**src/design/ir_heatpump_frame_transmitter_macros.svh**
```systemverilog
// ----------------------------------------------------------------------------
// IR heat-pump frame transmitter: assertion macros
// Shared concurrent assertion shorthands, clocked on clk_i and held off
// while rst_ni is low.
// ----------------------------------------------------------------------------
`ifndef IR_HEATPUMP_FRAME_TRANSMITTER_MACROS_SVH
`define IR_HEATPUMP_FRAME_TRANSMITTER_MACROS_SVH

// Plain property, checked every clock outside reset
`define IRHP_ASSERT(name, prop, msg) \
  name: assert property (@(posedge clk_i) disable iff (!rst_ni) (prop)) else $error(msg);

// Implication in the same cycle
`define IRHP_ASSERT_IMP(name, ante, cons, msg) \
  name: assert property (@(posedge clk_i) disable iff (!rst_ni) (ante) |-> (cons)) \
    else $error(msg);

// Implication in the next cycle
`define IRHP_ASSERT_NEXT(name, ante, cons, msg) \
  name: assert property (@(posedge clk_i) disable iff (!rst_ni) (ante) |=> (cons)) \
    else $error(msg);

`endif

```
**src/design/irhp_pkg.sv**
```systemverilog
// ----------------------------------------------------------------------------
// IR heat-pump frame transmitter: package
// Frame phases, register indexes, reset values and field widths.
// ----------------------------------------------------------------------------
package irhp_pkg;

  // Default message length in bits
  localparam int unsigned MessageBitsDefault = 64;

  // Field widths
  localparam int unsigned DurW      = 15;
  localparam int unsigned MsgW      = 64;
  localparam int unsigned MsgBitsW  = 7;
  localparam int unsigned RepeatW   = 16;
  localparam int unsigned CfgIdxW   = 3;
  localparam int unsigned NumRegs   = 6;
  localparam int unsigned InDataW   = 88;
  localparam int unsigned OutDataW  = 8;

  // Footer bits sent between halves, indexed by 2 - position
  localparam logic [3:0] FooterBits = 4'b0010;

  // Register indexes
  typedef enum logic [CfgIdxW-1:0] {
    REG_HEADER_MARK  = 3'd0,
    REG_HEADER_SPACE = 3'd1,
    REG_BIT_MARK     = 3'd2,
    REG_ONE_SPACE    = 3'd3,
    REG_ZERO_SPACE   = 3'd4,
    REG_GAP_SPACE    = 3'd5
  } reg_idx_e;

  // Register reset values
  localparam logic [DurW-1:0] HeaderMarkReset  = 15'd9000;
  localparam logic [DurW-1:0] HeaderSpaceReset = 15'd4000;
  localparam logic [DurW-1:0] BitMarkReset     = 15'd620;
  localparam logic [DurW-1:0] OneSpaceReset    = 15'd1600;
  localparam logic [DurW-1:0] ZeroSpaceReset   = 15'd540;
  localparam logic [DurW-1:0] GapSpaceReset    = 15'd19000;

  // Frame phases
  typedef enum logic [2:0] {
    PH_IDLE    = 3'd0,
    PH_HEADER  = 3'd1,
    PH_DATA    = 3'd2,
    PH_MIDBITS = 3'd3,
    PH_MIDGAP  = 3'd4,
    PH_ENDGAP  = 3'd5
  } phase_e;

  // Result word fields
  typedef struct packed {
    logic rejected;
    logic busy_res;
    logic ir_active;
  } result_t;

  // Segment length: a zero duration still lasts one tick
  function automatic logic [DurW-1:0] seg_len(input logic [DurW-1:0] ticks);
    seg_len = (ticks == '0) ? DurW'(1) : ticks;
  endfunction

endpackage

```
**src/design/ir_heatpump_frame_transmitter.sv**
```systemverilog
// ----------------------------------------------------------------------------
// IR heat-pump frame transmitter
// Steps an infrared mark/space envelope one tick per input word and reports
// the level, busy and reject flags for every word.
// ----------------------------------------------------------------------------
//
//  Channel   Dir  Handshake                Contents
//  s_axis    in   tvalid/tready            tuser: command; tdata: message, bits, repeats
//  m_axis    out  tvalid/tready            tdata: ir_active, busy_res, rejected
//  cfg       in   cfg_we_i (no wait)       cfg_idx_i selects one of six duration registers
//
//  One word per cycle while the skid register is empty: each accepted word is decoded
//  against the frame state and its result lands in the output or skid register.
//  A one-entry skid register behind the output keeps s_axis_tready registered;
//  input is held off only while the skid register is full.
//  Reset clears the frame state, loads the duration registers with their
//  defaults and empties both output stages.
//
`include "ir_heatpump_frame_transmitter_macros.svh"

module ir_heatpump_frame_transmitter #(
  parameter int unsigned MESSAGE_BITS = irhp_pkg::MessageBitsDefault
) (
  input  logic                         clk_i,
  input  logic                         rst_ni,
  // input stream
  input  logic                         s_axis_tvalid,
  output logic                         s_axis_tready,
  // [63:0] message, [70:64] message_bits, [86:71] repeat_count, [87] zero
  input  logic [irhp_pkg::InDataW-1:0] s_axis_tdata,
  // [0] command
  input  logic                         s_axis_tuser,
  // result stream
  output logic                         m_axis_tvalid,
  input  logic                         m_axis_tready,
  // [0] ir_active, [1] busy_res, [2] rejected, [7:3] zero
  output logic [irhp_pkg::OutDataW-1:0] m_axis_tdata,
  // configuration writes
  input  logic                         cfg_we_i,
  input  logic [irhp_pkg::CfgIdxW-1:0] cfg_idx_i,
  input  logic [irhp_pkg::DurW-1:0]    cfg_wdata_i
);

  localparam int unsigned NBytes    = MESSAGE_BITS / 8;
  localparam int unsigned HalfBits  = MESSAGE_BITS / 2;
  localparam int unsigned BpW       = $clog2(MESSAGE_BITS + 1);
  localparam int unsigned ShW       = $clog2(MESSAGE_BITS);
  localparam bit          MidOnByte = (HalfBits % 8) == 0;
  localparam logic [BpW-1:0] HalfPos  = BpW'(HalfBits);
  localparam logic [BpW-1:0] EndPos   = BpW'(NBytes * 8);
  localparam logic [BpW-1:0] ShiftBase = BpW'(MESSAGE_BITS - 8);
  localparam logic [irhp_pkg::MsgBitsW-1:0] ExpBits = irhp_pkg::MsgBitsW'(MESSAGE_BITS);

  // Input word unpacking
  logic                             cmd_start;
  logic [irhp_pkg::MsgW-1:0]        in_message;
  logic [irhp_pkg::MsgBitsW-1:0]    in_msg_bits;
  logic [irhp_pkg::RepeatW-1:0]     in_repeat;

  assign cmd_start   = s_axis_tuser;
  assign in_message  = s_axis_tdata[63:0];
  assign in_msg_bits = s_axis_tdata[70:64];
  assign in_repeat   = s_axis_tdata[86:71];

  // Duration registers
  logic [irhp_pkg::DurW-1:0] cfg_q [irhp_pkg::NumRegs];

  always_ff @(posedge clk_i or negedge rst_ni) begin
    if (!rst_ni) begin
      cfg_q[irhp_pkg::REG_HEADER_MARK]  <= irhp_pkg::HeaderMarkReset;
      cfg_q[irhp_pkg::REG_HEADER_SPACE] <= irhp_pkg::HeaderSpaceReset;
      cfg_q[irhp_pkg::REG_BIT_MARK]     <= irhp_pkg::BitMarkReset;
      cfg_q[irhp_pkg::REG_ONE_SPACE]    <= irhp_pkg::OneSpaceReset;
      cfg_q[irhp_pkg::REG_ZERO_SPACE]   <= irhp_pkg::ZeroSpaceReset;
      cfg_q[irhp_pkg::REG_GAP_SPACE]    <= irhp_pkg::GapSpaceReset;
    end else if (cfg_we_i) begin
      unique case (cfg_idx_i)
        irhp_pkg::REG_HEADER_MARK:  cfg_q[irhp_pkg::REG_HEADER_MARK]  <= cfg_wdata_i;
        irhp_pkg::REG_HEADER_SPACE: cfg_q[irhp_pkg::REG_HEADER_SPACE] <= cfg_wdata_i;
        irhp_pkg::REG_BIT_MARK:     cfg_q[irhp_pkg::REG_BIT_MARK]     <= cfg_wdata_i;
        irhp_pkg::REG_ONE_SPACE:    cfg_q[irhp_pkg::REG_ONE_SPACE]    <= cfg_wdata_i;
        irhp_pkg::REG_ZERO_SPACE:   cfg_q[irhp_pkg::REG_ZERO_SPACE]   <= cfg_wdata_i;
        irhp_pkg::REG_GAP_SPACE:    cfg_q[irhp_pkg::REG_GAP_SPACE]    <= cfg_wdata_i;
        default: ;
      endcase
    end
  end

  // Frame state
  irhp_pkg::phase_e            phase_q, phase_d;
  logic [MESSAGE_BITS-1:0]     msg_q, msg_d;
  logic [irhp_pkg::RepeatW-1:0] rep_q, rep_d;
  logic [BpW-1:0]              bp_q, bp_d;
  logic [irhp_pkg::DurW-1:0]   dur_q, dur_d;
  logic                        mark_q, mark_d;

  // Output and skid stages
  logic                        out_valid_q, skid_valid_q;
  irhp_pkg::result_t           out_q, skid_q, res;

  logic accept;
  logic busy;
  logic [BpW-1:0] bp_inc;
  logic [BpW-1:0] shift_full;
  logic           data_bit;
  logic [1:0]     foot_sel;
  logic           foot_bit;

  assign s_axis_tready = !skid_valid_q;
  assign accept        = s_axis_tvalid && s_axis_tready;
  assign busy          = phase_q != irhp_pkg::PH_IDLE;
  assign bp_inc        = bp_q + BpW'(1);

  // Pick the data bit: bytes top first, each byte LSB first
  assign shift_full = ShiftBase - {bp_q[BpW-1:3], 3'b000} + BpW'(bp_q[2:0]);
  assign data_bit   = msg_q[shift_full[ShW-1:0]];

  // Footer bit for the current footer position
  assign foot_sel = 2'd2 - bp_q[1:0];
  assign foot_bit = irhp_pkg::FooterBits[foot_sel];

  always_ff @(posedge clk_i or negedge rst_ni) begin
    if (!rst_ni) begin
      phase_q <= irhp_pkg::PH_IDLE;
      msg_q   <= '0;
      rep_q   <= '0;
      bp_q    <= '0;
      dur_q   <= '0;
      mark_q  <= 1'b0;
    end else begin
      phase_q <= phase_d;
      msg_q   <= msg_d;
      rep_q   <= rep_d;
      bp_q    <= bp_d;
      dur_q   <= dur_d;
      mark_q  <= mark_d;
    end
  end

  // Next frame state and result for the accepted word
  always_comb begin
    phase_d = phase_q;
    msg_d   = msg_q;
    rep_d   = rep_q;
    bp_d    = bp_q;
    dur_d   = dur_q;
    mark_d  = mark_q;
    res     = '0;
    if (accept) begin
      if (cmd_start) begin
        if (busy || in_msg_bits != ExpBits) begin
          // refuse: state holds
          res.rejected  = 1'b1;
          res.busy_res  = busy;
          res.ir_active = busy && mark_q;
        end else begin
          msg_d   = in_message[MESSAGE_BITS-1:0];
          rep_d   = in_repeat;
          bp_d    = '0;
          phase_d = irhp_pkg::PH_HEADER;
          mark_d  = 1'b1;
          dur_d   = irhp_pkg::seg_len(cfg_q[irhp_pkg::REG_HEADER_MARK]);
          res.busy_res  = 1'b1;
          res.ir_active = 1'b1;
        end
      end else if (busy) begin
        res.busy_res  = 1'b1;
        res.ir_active = mark_q;
        if (dur_q > irhp_pkg::DurW'(1)) begin
          dur_d = dur_q - irhp_pkg::DurW'(1);
        end else begin
          // advance to the next segment
          unique case (phase_q)
            irhp_pkg::PH_HEADER: begin
              if (mark_q) begin
                mark_d = 1'b0;
                dur_d  = irhp_pkg::seg_len(cfg_q[irhp_pkg::REG_HEADER_SPACE]);
              end else begin
                bp_d    = '0;
                phase_d = irhp_pkg::PH_DATA;
                mark_d  = 1'b1;
                dur_d   = irhp_pkg::seg_len(cfg_q[irhp_pkg::REG_BIT_MARK]);
              end
            end
            irhp_pkg::PH_DATA: begin
              if (mark_q) begin
                mark_d = 1'b0;
                dur_d  = irhp_pkg::seg_len(data_bit ? cfg_q[irhp_pkg::REG_ONE_SPACE]
                                                    : cfg_q[irhp_pkg::REG_ZERO_SPACE]);
              end else begin
                mark_d = 1'b1;
                dur_d  = irhp_pkg::seg_len(cfg_q[irhp_pkg::REG_BIT_MARK]);
                if (MidOnByte && bp_inc == HalfPos) begin
                  bp_d    = '0;
                  phase_d = irhp_pkg::PH_MIDBITS;
                end else if (bp_inc >= EndPos) begin
                  bp_d    = bp_inc;
                  phase_d = irhp_pkg::PH_ENDGAP;
                end else begin
                  bp_d = bp_inc;
                end
              end
            end
            irhp_pkg::PH_MIDBITS: begin
              if (mark_q) begin
                mark_d = 1'b0;
                dur_d  = irhp_pkg::seg_len(foot_bit ? cfg_q[irhp_pkg::REG_ONE_SPACE]
                                                    : cfg_q[irhp_pkg::REG_ZERO_SPACE]);
              end else begin
                bp_d   = bp_inc;
                mark_d = 1'b1;
                dur_d  = irhp_pkg::seg_len(cfg_q[irhp_pkg::REG_BIT_MARK]);
                if (bp_inc >= BpW'(3)) begin
                  phase_d = irhp_pkg::PH_MIDGAP;
                end
              end
            end
            irhp_pkg::PH_MIDGAP: begin
              if (mark_q) begin
                mark_d = 1'b0;
                dur_d  = irhp_pkg::seg_len(cfg_q[irhp_pkg::REG_GAP_SPACE]);
              end else begin
                bp_d    = HalfPos;
                phase_d = irhp_pkg::PH_DATA;
                mark_d  = 1'b1;
                dur_d   = irhp_pkg::seg_len(cfg_q[irhp_pkg::REG_BIT_MARK]);
              end
            end
            irhp_pkg::PH_ENDGAP: begin
              if (mark_q) begin
                mark_d = 1'b0;
                dur_d  = irhp_pkg::seg_len(cfg_q[irhp_pkg::REG_GAP_SPACE]);
              end else if (rep_q != '0) begin
                // repeat the frame
                rep_d   = rep_q - irhp_pkg::RepeatW'(1);
                phase_d = irhp_pkg::PH_HEADER;
                mark_d  = 1'b1;
                dur_d   = irhp_pkg::seg_len(cfg_q[irhp_pkg::REG_HEADER_MARK]);
              end else begin
                phase_d = irhp_pkg::PH_IDLE;
                mark_d  = 1'b0;
                dur_d   = '0;
                bp_d    = '0;
              end
            end
            default: begin
              phase_d = irhp_pkg::PH_IDLE;
              mark_d  = 1'b0;
              dur_d   = '0;
            end
          endcase
        end
      end
    end
  end

  // Output register with skid stage
  always_ff @(posedge clk_i or negedge rst_ni) begin
    if (!rst_ni) begin
      out_valid_q  <= 1'b0;
      skid_valid_q <= 1'b0;
    end else begin
      if (skid_valid_q) begin
        if (!out_valid_q || m_axis_tready) begin
          out_valid_q  <= 1'b1;
          skid_valid_q <= 1'b0;
        end
      end else if (accept) begin
        if (!out_valid_q || m_axis_tready) begin
          out_valid_q <= 1'b1;
        end else begin
          skid_valid_q <= 1'b1;
        end
      end else if (m_axis_tready) begin
        out_valid_q <= 1'b0;
      end
    end
  end

  // Result payload: drain skid first, else take the new result
  always_ff @(posedge clk_i) begin
    if (skid_valid_q) begin
      if (!out_valid_q || m_axis_tready) begin
        out_q <= skid_q;
      end
    end else if (accept) begin
      if (!out_valid_q || m_axis_tready) begin
        out_q <= res;
      end else begin
        skid_q <= res;
      end
    end
  end

  assign m_axis_tvalid = out_valid_q;
  assign m_axis_tdata  = {{(irhp_pkg::OutDataW - 3){1'b0}}, out_q};

  // Checks
  `IRHP_ASSERT_IMP(a_skid_behind_out, skid_valid_q, out_valid_q, "skid full with output empty")
  `IRHP_ASSERT(a_idle_no_count, (phase_q != irhp_pkg::PH_IDLE) == (dur_q != '0),
               "segment count out of step with phase")
  `IRHP_ASSERT_NEXT(a_tick_counts_down,
                    accept && !cmd_start && busy && dur_q > irhp_pkg::DurW'(1),
                    dur_q == $past(dur_q) - irhp_pkg::DurW'(1) && phase_q == $past(phase_q),
                    "tick inside a segment did not count down")

endmodule
```
**config.mk**
```make
export PLATFORM = sky130hd
export DESIGN_NAME = ir_heatpump_frame_transmitter
export DESIGN_NICKNAME = d
export VERILOG_FILES = /design/src/design/irhp_pkg.sv /design/src/design/ir_heatpump_frame_transmitter.sv
export VERILOG_INCLUDE_DIRS = /design/src /design/src/design
export SDC_FILE = /design/constraint.sdc
export NUM_CORES = 1
export LEC_CHECK = 0
export ABC_AREA = 1
export ABC_CLOCK_PERIOD_IN_PS = 4500
export BUFFER_PORTS_ARGS = -buffer_cell sky130_fd_sc_hd__buf_2
export CAP_MARGIN = 20
export CORE_ASPECT_RATIO = 1.2
export CORE_MARGIN = 5
export CORE_UTILIZATION = 30
export DETAILED_ROUTE_END_ITERATION = 7
export PLACE_DENSITY = 0.54
export SETUP_SLACK_MARGIN = 0.5
export SYNTH_ARGS = -nofsm -noshare
export SYNTH_HDL_FRONTEND = slang
export SYNTH_SLANG_ARGS = --single-unit
```
**constraint.sdc**
```tcl
create_clock -name clk_i -period 4.5 [get_ports clk_i]
set_input_delay 0.9 -clock clk_i [delete_from_list [all_inputs] [get_ports clk_i]]
set_output_delay 0.9 -clock clk_i [all_outputs]
set_load 0.05 [all_outputs]
```
==> metrics.md, run 1 <==
| Metric | Value |
|---|---|
| Setup TNS | `0 ns` |
| Cts bufs inserted | `26` |
| FF-to-FF End | `rep_q[6]` |
| HP Class | `in2async` |
| Via count | `around 9500` |
| Reg clk slew, reported paths | `0.06 ns` |
| PnR Total Power | `7.467 mW` |
| Clock period minus worst slack | `3.455 ns` |
| Leak pwr | `between 6 and 7 nW` |
| Crit-path most repeated cell | `inv_1` |
| WS Path Type | `in2reg` |
| Final Hold Viols | `0` |
| Vias in the first global route | `slightly above 9000` |
| Synth top area cells | `dfrtp_1, nand2_1, o21ai_0` |
| Worst Setup Slack, final | `1.045 ns` |
| Die W | `about 190 µm` |
| Register area | `5171 µm²` |
| Outcome | `complete, no violations` |
| Ys flop type | `dfrtp_1` |
| CP Cell Sequence | `buf_2, clkinv_1, buf_4, nor2_1, inv_1, nand3_1, inv_1, nand2_2, nor3_4, inv_1, nand2_1, o21ai_0` |
| Root buf cell | `clkbuf_16` |
| Synth Warn # | `0` |
| Non-filler instance count after layout | `1952` |
| Crit path required time | `4.90 ns` |
| Post-synth cell types | `46` |
| Critical path data arrival time | `3.86 ns` |
| Clock Latency Late Sink | `0.52 ns` |
| Final instance area | `12900 µm²` |
| Maxcap violations | `0` |
| DP HPWL | `22.09 mm` |
| Final setup vio count | `0` |
| Layout cells sized above 1 | `around a fifth` |
| Unrepaired setup endpoints after global routing | `false` |
| Reg2reg path depth | `12` |
| Gpl congestion | `0.8852` |
| Synthesized area per cell | `about 8.1 µm²` |
| R2r startpoint | `rep_q[0]` |
| Post-CTS setup buffers | `0` |
| CP Capture Type | `flip-flop` |
| 1st-pass router iterations | `5` |
| Area delta synth->final | `16.82%` |
| CTS Buffer Depth | `3` |
| Cells after Synth | `1367` |
| Pwr/cell area | `578.9 nW/µm²` |
| Global route overflow | `0` |
| Die area | `40760 µm²` |
| Crit-path max FO | `43` |
| Crit path largest cell delay | `0.72 ns` |
| Clock Sinks | `204` |
| Hold Buf Count CTS | `0` |
| Final period util | `76.79%` |
| Post-Synthesis Cell Area | `11040 µm²` |
| Post-synth EDFFs | `6` |
| Average wire per standard cell | `between 15 and 20 µm` |
| Seq/Total Area, Yosys | `between 40% and 50%` |
| Post-route DRC | `0` |
| Fillers | `3859` |
| Gr usage total | `15.28%` |
| Critical path launch point type | `input port` |
| Clk_skew | `approximately 0.009 ns` |
| Worst vdd ir | `0.0003060 V` |
| Initial core utilization | `30.16%` |
| Number of antenna violations at the first check in global routing | `0` |
| Peak Freq | `289.4 MHz` |
| Antenna Cells | `0` |
| Synth top area share | `38.30%` |
| Port bufs | `about 120` |
| Core area | `36610 µm²` |
| Rows | `77` |
| DP Worst Slack | `0.4108 ns` |
| Synth area leader | `dfrtp_1` |
| Drt total wl | `31.50 mm` |
| DRT antenna net count | `0` |
| Ys async rst share | `97.06%` |
| Post-cts sizing count | `0` |
| Inst Count DP | `1903` |
| Initial DRC Count | `756` |
| Synth Register Bits | `204` |
| Flop-to-flop setup slack | `roughly 1.2 ns` |
| Slowest CP cell | `nor3_4` |
| Worst-margin pin slew | `0.9926 ns` |
| IO Count | `122` |
| CTS tree | `built` |
| Fin nets | `1577` |
| H-tree levels | `1` |
| Fin. max-slew vios | `0` |
| Fin Hold WS | `approximately 0.46 ns` |
| Global-route wire length before repair | `between 50 and 60 mm` |
| Util after Layout | `35.23%` |
| Multi-input gate area | `5164 µm²` |
| Placement Cell Area | `12000 µm²` |
| Largest net degree at the start of global routing | `102` |
| Worst relative slew slack | `33.67%` |
| Die height | `220.2 µm` |
| Drt via density | `4.856` |
-- registers in the layout, indices dropped and copies added (netlist names) --
signal,cells
rep_q,16
skid_valid_q,1
dur_q,15
skid_q,3
msg_q,64
cfg_q,90
m_axis_tdata,3
bp_q,7
m_axis_tvalid,1
mark_q,1
phase_q,3
-- where the power goes --
part | switching (mW) | internal, mW
clock network | 0.808 | 1.30
logic | 1.86 | 0.929
registers | 0.347 | 2.23
-- worst max path at each step --
stage | from | to | slack (ns) | cells past startpoint
final | s_axis_tuser | rep_q[6] | 1.04 | 12
after global placement | s_axis_tuser | rep_q[13] | 0.46 | 12
after detailed placement | s_axis_tuser | rep_q[9] | 0.41 | 12
after floorplan | bp_q[1] | dur_q[0] | 2.04 | 16
after global routing | s_axis_tuser | rep_q[6] | 0.62 | 11
after CTS | s_axis_tuser | rep_q[6] | 0.99 | 11
-- cells by family (layout without fill, tap and decap cells) --
kind of cell | after synthesis | count (layout) | share of synthesized area (%)
and+or+nand+nor | 621 | 621 | 23.55
AOI/OAI and AO/OA | 277 | 277 | 13.60
DFF | 204 | 204 | 46.83
buffers and inverters | 168 | 275 | 6.584
muxes | 73 | 73 | 7.343
xor gates and xnor gates | 16 | 16 | 1.269
adders and majority gates | 7 | 7 | 0.7932
other | 1 | 5 | 0.03396
-- metal layers --
layer / share of wire (%) / global-route usage (%) / up-vias
li1: - / - / 4756
met2: 48 / 25.88 / 245
met5: 0 / 0 / -
met4: 2.4 / 3.549 / 0
met3: 5.4 / 1.891 / 47
met1: 45 / 20.96 / 4430
-- cells in the final DEF, fill, tap and decap left out, drive strengths merged --
cell type    n
a21oi       53
a221oi       3
nand4       12
o21a         1
nand3       89
buf        129
edfxtp       6
ha           7
a221o        1
inv         95
a41oi        1
clkbuf      38
a31oi       11
o31ai        9
mux2i        9
nor2       107
nor4        17
nand2      375
bufinv       2
o211ai       6
clkinv      10
conb         5
dfrtp      169
xor2        13
o21ai      173
clkinvlp     1
a21boi       2
o22ai       13
nand3b       1
dfstp       29
a41o         1
or2          8
nor3        12
a22oi        3
xnor2        3
mux2        64
-- layout make-up --
class,count,share of cell area (%)
flip-flops and latches,204,40.09
multi-input cells,999,40.03
clock buffers,37,5.917
repair buffers,130,5.558
well taps,474,4.598
inverters,97,2.881
clock inverters,11,0.9215
-- synthesized netlist by cell type (all sizes together) (8+ instances only) --
master,number
mux2,64
a31oi,11
nand3,89
nand4,12
dfstp,29
nor2,107
dfrtp,169
or2,8
o22ai,13
a21oi,53
nor4,17
buf,22
xor2,13
inv,94
nor3,12
clkbuf,49
mux2i,9
o31ai,9
o21ai,173
nand2,375
-- worst max-delay path: cells and delay by family --
kind	cells	cell delay, ns
AO/OA/AOI/OAI	1	0.08
AND/OR/NAND/NOR	5	1.25
buffers and inverters	6	1.58
(Power assumes the default switching activity.)
==> run 2: changes to the inputs <==
--- a/config.mk
+++ b/config.mk
@@ -6,8 +6,8 @@
 export SDC_FILE = /design/constraint.sdc
 export NUM_CORES = 1
 export LEC_CHECK = 0
-export ABC_AREA = 1
-export ABC_CLOCK_PERIOD_IN_PS = 4500
+export ABC_AREA = 0
+export ABC_CLOCK_PERIOD_IN_PS = 3300
 export BUFFER_PORTS_ARGS = -buffer_cell sky130_fd_sc_hd__buf_2
 export CAP_MARGIN = 20
 export CORE_ASPECT_RATIO = 1.2
==> constraint.sdc (replaced) <==
create_clock -name clk_i -period 3.3 [get_ports clk_i]
set_input_delay 0.66 -clock clk_i [delete_from_list [all_inputs] [get_ports clk_i]]
set_output_delay 0.66 -clock clk_i [all_outputs]
set_load 0.05 [all_outputs]
==> metrics.md, run 2 <==
| Metric | Value |
|---|---|
| Outcome | `complete, no violations` |
| Die W | `186.3 µm (+0.61%)` |
| Hold Buf Count CTS | `0 (unchanged)` |
| Gr usage total | `15.52% (+0.24 points)` |
| Synth area leader | `dfrtp_1` |
| Switch Pwr | `3.380 mW (+12%)` |
| CTS tree | `built` |
| Global route overflow | `0 (unchanged)` |
| CTS Buffer Depth | `3 (unchanged)` |
| Root buf cell | `clkbuf_16` |
| Reg clk slew, reported paths | `0.06 ns (about the same)` |
| Most common cell after layout, fill and taps aside | `dfrtp_1` |
| Fin nets | `1277 (-19%)` |
| Most numerous cell in the Yosys netlist | `dfrtp_1` |
| Seq/Total Area, Yosys | `46.23% (-0.60 points)` |
| Synth Register Bits | `204 (unchanged)` |
| Cts bufs inserted | `26 (unchanged)` |
| Setup TNS | `0 ns (unchanged)` |
| Synth Warn # | `0 (unchanged)` |
| Pwr/cell area | `691.2 nW/µm² (+19%)` |
| Clock Latency Late Sink | `0.54 ns (+0.02 ns)` |
| IO Count | `122 (unchanged)` |
| Synthesized area per cell | `10.73 µm² (+33%)` |
| Average wire per standard cell | `19.53 µm (+21%)` |
| DRT antenna net count | `0 (unchanged)` |
| Synth top area share | `37.81% (-0.49 points)` |
| H-tree levels | `1 (unchanged)` |
| Ys async rst share | `97.06% (unchanged)` |
| Reg2reg path depth | `7 (-5)` |
| Gpl congestion | `0.8794 (-0.66%)` |
| Ys flop type | `dfrtp_1` |
| Initial core utilization | `30.31% (+0.15 points)` |
| Drt via density | `5.295 (+9.1%)` |
| Top flop regs | `cfg_q (90), msg_q (64), rep_q (16)` |
| Layout cells sized above 1 | `36.31% (+17 points)` |
| Largest register FFs | `90 (unchanged)` |
| Die height | `221.5 µm (+0.62%)` |
| Die area | `41260 µm² (+1.2%)` |
| Post-synth EDFFs | `6 (unchanged)` |
| 1st-pass router iterations | `6 (+1)` |
| Synth top area cells | `dfrtp_1, mux2_2, dfstp_2` |
| Critical path data arrival time | `3.11 ns (-0.75 ns)` |
| Clk_skew | `0.01835 ns (+0.009583 ns)` |
| CP Capture Type | `flip-flop` |
| Worst-margin pin slew | `0.8791 ns (-0.1135 ns)` |
| Combinational share of power | `30.0% (-7.4 points)` |
| Slowest CP cell | `dfrtp_1` |
| Crit-path max FO | `12 (-72%)` |
| Most frequent cells in the layout | `dfrtp_1, mux2_2, buf_2` |
| Core area | `36900 µm² (+0.79%)` |
| Port bufs | `115 (unchanged)` |
| Switching Share | `36.66% (-3.7 points)` |
| Vias in the first global route | `8856 (-4.6%)` |
| Via count | `8742 (-7.8%)` |
| Unrepaired setup endpoints after global routing | `false` |
| Crit path largest cell delay | `0.51 ns (-0.21 ns)` |
| Worst vdd ir | `0.0004607 V (+51%)` |
| DP HPWL | `23.63 mm (+7.0%)` |
| Largest reg by FF count | `cfg_q` |
| Largest net degree at the start of global routing | `80 (-22%)` |
| WS Path Type | `reg2reg` |
| Fin. max-slew vios | `0 (unchanged)` |
| Final Hold Viols | `0 (unchanged)` |
| R2r startpoint | `phase_q[0]` |
| Final setup vio count | `0 (unchanged)` |
| Int Power | `5.840 mW (+31%)` |
| Clock period minus worst slack | `2.707 ns` |
| Critical path launch point type | `flip-flop` |
| Initial DRC Count | `595 (-21%)` |
| FF-to-FF End | `dur_q[13]` |
| Peak Freq | `369.4 MHz` |
| Number of antenna violations at the first check in global routing | `1 (+1)` |
| Non-filler instance count after layout | `1651 (-15%)` |
| Rows | `77 (unchanged)` |
| Final period util | `~82%` |
| Global-route wire length before repair | `51.63 mm (+2.1%)` |
| Drt total wl | `32.24 mm (+2.4%)` |
| HP Class | `in2async` |
| Top cells by count, synth | `dfrtp_1, mux2_2, nor2_1, o21ai_0, a21oi_1` |
| Flop-to-flop setup slack | `0.59 ns (-0.61 ns)` |
| Post-synth cell types | `88 (+91%)` |
| Post-route DRC | `0 (unchanged)` |
| Fillers | `3713 (-3.8%)` |
| Register share of total power | `40.1% (+5.6 points)` |
| Clock Sinks | `204 (unchanged)` |
| Crit path required time | `3.70 ns (-1.20 ns)` |
| Worst relative slew slack | `41.12% (+7.5 points)` |
| Leak pwr | `5.568 nW (-9.0%)` |
| Clock share of power | `29.9% (+1.7 points)` |
| Area delta synth->final | `19.25%` |
| CP Cell Sequence | `nor3_1, or3_1, and2_4, nor2_4, buf_4, a222oi_1, o41ai_1` |
| Inst Count DP | `1601 (-16%)` |
| Maxcap violations | `0 (unchanged)` |
| Post-Synthesis Cell Area | `11190 µm² (+1.3%)` |
| Cells after Synth | `1042 (-24%)` |
[run 2: cell types whose count changed in the layout (fill, tap and decap cells not counted), sizes merged, moves of 12 or more]
cell	change
buf	+22
nor4	+12
nand2b	+14
nor2	-18
inv	-75
nor3	+18
nand2	-327
o21ai	-102
mux2	+95
and3	+13
mux4	+14
nand3	-62
[run 2: worst max path at each step]
stage	from	end	slack, ns	cells past startpoint
finish	phase_q[0]	dur_q[13]	0.59	7
floorplan	bp_q[1]	dur_q[14]	0.57	12
global placement	s_axis_tdata[66]	phase_q[1]	0.22	7
CTS	bp_q[1]	phase_q[1]	0.51	9
global route	bp_q[0]	dur_q[2]	0.53	8
detailed placement	s_axis_tdata[66]	phase_q[1]	0.23	7
[run 2: metal layers]
metal,routed length [µm],track usage [%]
met5,0,0
met3,1534,2.150
met4,856,4.561
met2,15760,25.87
met1,14090,20.92
[run 2: cell families after synthesis]
| logic type | Yosys count | synth area share (%) |
|---|---|---|
| AOI/OAI and AO/OA | 241 | 14.05 |
| adders and majority gates | 7 | 0.7830 |
| buffers and inverters | 89 | 3.702 |
| muxes | 192 | 20.59 |
| other | 1 | 0.03352 |
| DFF | 204 | 46.23 |
| xor gates and xnor gates | 8 | 0.6264 |
| and+or+nand+nor | 300 | 13.98 |
[run 2: what timing repair did]
action	4_1_cts	5_1_grt
gates resized for setup	2	8
endpoints found under the setup margin	11	15
buffers inserted	0	3
pin swaps	0	1
[run 2: per-stage QoR]
step                hold WS, ns  cell area (µm²)  setup slack [ns]  total power [mW]  util [%]
detailed placement       0.4915            12430            0.2344             6.435     33.70
global placement         0.4842            12430            0.2246             6.403     33.70
global route             0.2201            13340            0.5265             9.729     36.15
finish                   0.1645            13340            0.5931             9.220     36.15
floorplan                0.3644            11200            0.5683             5.444         -
CTS                      0.1795            13270            0.5067             9.233     35.97
[run 2: critical path: cells and delay by family (launching register included)]
| family | cells | cell delay [ns] |
|---|---|---|
| AO/OA/AOI/OAI | 2 | 0.55 |
| flip-flops | 1 | 0.51 |
| AND/OR/NAND/NOR | 4 | 1.35 |
| buffers and inverters | 1 | 0.15 |
[run 2: power by group through the flow]
| stage | Combinational (mW) | Sequential, mW | Clock, mW |
|---|---|---|---|
| after floorplan | 1.95 | 3.50 | 0 |
| after CTS | 2.73 | 3.68 | 2.83 |
| after detailed placement | 2.72 | 3.72 | 0 |
| after global routing | 3.03 | 3.77 | 2.92 |
| final | 2.77 | 3.69 | 2.76 |
| after global placement | 2.70 | 3.71 | 0 |
[run 2: final cells by class]
cell class	count	area, µm²	share of cell area (%)
Antenna cell	1	2.502	0.01876
Clock buffer	38	777.0	5.825
Clock inverter	8	61.31	0.4596
Inverter	21	78.83	0.5909
Multi-Input combinational cell	753	5689	42.65
Sequential cell	204	5175	38.80
Tap cell	474	593.1	4.446
Timing Repair Buffer	152	962.2	7.213
==> run 3: changes to the inputs <==
--- a/config.mk
+++ b/config.mk
@@ -7,7 +7,7 @@
 export NUM_CORES = 1
 export LEC_CHECK = 0
 export ABC_AREA = 0
-export ABC_CLOCK_PERIOD_IN_PS = 3300
+export ABC_CLOCK_PERIOD_IN_PS = 2500
 export BUFFER_PORTS_ARGS = -buffer_cell sky130_fd_sc_hd__buf_2
 export CAP_MARGIN = 20
 export CORE_ASPECT_RATIO = 1.2
==> constraint.sdc (replaced) <==
create_clock -name clk_i -period 2.5 [get_ports clk_i]
set_input_delay 0.5 -clock clk_i [delete_from_list [all_inputs] [get_ports clk_i]]
set_output_delay 0.5 -clock clk_i [all_outputs]
set_load 0.05 [all_outputs]
==> metrics.md, run 3 (same netlist as run 2, synthesis figures left out) <==
| Metric | Value |
|---|---|
| Post-route DRC | `0 (unchanged)` |
| Pwr/cell area | `910.9 nW/µm² (+32%)` |
| H-tree levels | `1 (unchanged)` |
| Global-route wire length before repair | `53.92 mm (+4.4%)` |
| Vias in the first global route | `9543 (+7.8%)` |
| Top flop regs | `cfg_q (90), msg_q (64), rep_q (16)` |
| Most common cell after layout, fill and taps aside | `dfrtp_1` |
| Final setup vio count | `0 (unchanged)` |
| Via count | `9285 (+6.2%)` |
| Flop-to-flop setup slack | `0.02 ns (-0.57 ns)` |
| Fin. max-slew vios | `0 (unchanged)` |
| Drt via density | `5.297 (about the same)` |
| Peak Freq | `403.1 MHz (+9.1%)` |
| Reg2reg path depth | `10 (+3)` |
| Non-filler instance count after layout | `1753 (+6.2%)` |
| Fin nets | `1380 (+8.1%)` |
| Root buf cell | `clkbuf_16` |
| Drt total wl | `34.28 mm (+6.3%)` |
| Gr usage total | `16.18% (+0.66 points)` |
| Inst Count DP | `1667 (+4.1%)` |
| Worst vdd ir | `0.0004162 V (-9.7%)` |
| 1st-pass router iterations | `5 (-1)` |
| DP HPWL | `24.57 mm (+4.0%)` |
| Largest register FFs | `90 (unchanged)` |
| HP Class | `in2reg` |
| CP top delay family | `compound AO/OA/AOI/OAI gates` |
| Fin Hold WS | `0.1870 ns (+0.02255 ns)` |
| Unrepaired setup endpoints after global routing | `true` |
| Clock Sinks | `204 (unchanged)` |
| Worst relative slew slack | `60.34% (+19 points)` |
| Core area | `36900 µm² (unchanged)` |
| Hold depth | `2` |
| Leak pwr | `6.308 nW (+13%)` |
| Outcome | `complete, no violations` |
| Fillers | `3482 (-6.2%)` |
| Number of antenna violations at the first check in global routing | `0 (-1)` |
| CP Capture Type | `flip-flop` |
| Final period util | `99.22% (+17 points)` |
| Worst Min Path Start | `s_axis_tdata[56]` |
| Die W | `186.3 µm (unchanged)` |
| Clock period minus worst slack | `2.481 ns (-0.2263 ns)` |
| End of the worst hold path | `msg_q[56]` |
| Cts bufs inserted | `25 (-3.8%)` |
| CTS Buffer Depth | `3 (unchanged)` |
| Gpl congestion | `0.9068 (+3.1%)` |
| Crit path required time | `2.97 ns (-0.73 ns)` |
| Die area | `41260 µm² (unchanged)` |
| Crit-path max FO | `13 (+1)` |
| WS Path Type | `reg2reg` |
| Reg clk slew, reported paths | `0.06 ns (about the same)` |
| Rows | `77 (unchanged)` |
| Clock Latency Late Sink | `0.54 ns (about the same)` |
| Most frequent cells in the layout | `dfrtp_1, mux2_2, buf_2` |
| Maxcap violations | `0 (unchanged)` |
| Crit path largest cell delay | `0.49 ns (-0.02 ns)` |
| DRT antenna net count | `0 (unchanged)` |
| CP Cell Sequence | `buf_6, mux4_2, mux2i_1, a221oi_2, buf_4, a21oi_4, buf_12, o21ai_2, a2111o_1, a21oi_1` |
| Final Hold Viols | `0 (unchanged)` |
| Register area | `5176 µm² (about the same)` |
| IO Count | `122 (unchanged)` |
| Worst-margin pin slew | `0.5942 ns (-0.2849 ns)` |
| Layout cells sized above 1 | `47.93% (+12 points)` |
| Largest net degree at the start of global routing | `65 (-19%)` |
| Area delta synth->final | `34.56%` |
| Die height | `221.5 µm (unchanged)` |
| FF-to-FF End | `dur_q[2]` |
| Clk_skew | `0.01449 ns (-0.003860 ns)` |
| Critical path launch point type | `flip-flop` |
| Antenna Cells | `0 (-1)` |
| Average wire per standard cell | `19.56 µm (+0.14%)` |
| Multi-input gate area | `6315 µm² (+11%)` |
| Critical path data arrival time | `2.95 ns (-0.16 ns)` |
| CTS tree | `built` |
| R2r startpoint | `bp_q[0]` |
| CP bufs+invs | `3 (+2)` |
| Slowest CP cell | `mux4_2` |
| Global route overflow | `0 (unchanged)` |
| Largest reg by FF count | `cfg_q` |
| Initial core utilization | `30.31% (unchanged)` |
| Port bufs | `115 (unchanged)` |
| Initial DRC Count | `484 (-19%)` |
==> run 3: cell types whose count changed in the layout (fill, tap and decap cells not counted), moves of 5 or more <==
cell	previous run	this run
nand2_1	46	40
o21ai_1	0	15
buf_6	0	21
o21ai_2	0	16
buf_12	8	16
buf_4	29	96
and3_4	0	5
and3_1	13	8
nor2_1	87	82
o21ai_0	71	39
nand3_1	26	20
nor3_1	28	23
==> run 3: repair_timing <==
action | in CTS | in global routing
resized for setup | 120 | 47
gates cloned | 6 | 0
hold buffers | 1 | 0
setup buffers | 22 | 12
endpoints found under the hold margin | 31 | 0
endpoints found under the setup margin | 42 | 103
pin swaps | 46 | 28
==> run 3: routing by layer <==
metal	wire length [µm]	vias to the layer above	track usage, %	share of wire (%)
li1	-	4353	-	-
met1	14450	4607	20.94	42
met2	17250	259	27.66	50
met3	1464	66	2.248	4.3
met4	1120	0	5.337	3.3
met5	0	-	0	0
==> run 3: report_power, final <==
| group | switching (mW) | internal (mW) | total (mW) |
|---|---|---|---|
| combinational | 2.66 | 2.23 | 4.88 |
| clock | 1.51 | 2.47 | 3.99 |
| sequential | 0.783 | 4.06 | 4.84 |
| total | 4.95 | 8.76 | 13.7 |
==> run 3: stage by stage <==
step                      cell area [µm²]  worst slack [ns]  utilization, %  total power, mW  TNS (ns)
after floorplan                     11360           0.07076               -            7.298         0
after global placement              13070           -0.1554           35.43            8.937    -1.401
after detailed placement            13070           -0.1810           35.43            8.984    -2.193
after CTS                           14720          0.009325           39.88            13.55         0
after global routing                15050           -0.1063           40.79            14.43   -0.6430
final                               15050           0.01945           40.79            13.71         0
==> run 3: layout make-up <==
class,instances,area share (%)
Inverter,21,0.5237
Multi-Input combinational cell,756,41.95
Clock inverter,13,1.305
Timing Repair Buffer,253,13.08
Clock buffer,32,4.805
Sequential cell,204,34.39
Tap cell,474,3.940
==> run 3: worst max path at each step <==
stage	from	to	slack, ns	cells past startpoint
floorplan	s_axis_tdata[66]	phase_q[1]	0.07	6
global placement	s_axis_tdata[66]	phase_q[1]	-0.16	7
detailed placement	s_axis_tdata[66]	dur_q[13]	-0.18	8
CTS	bp_q[0]	dur_q[2]	0.009	10
global route	bp_q[0]	dur_q[10]	-0.11	11
finish	bp_q[0]	dur_q[2]	0.02	10
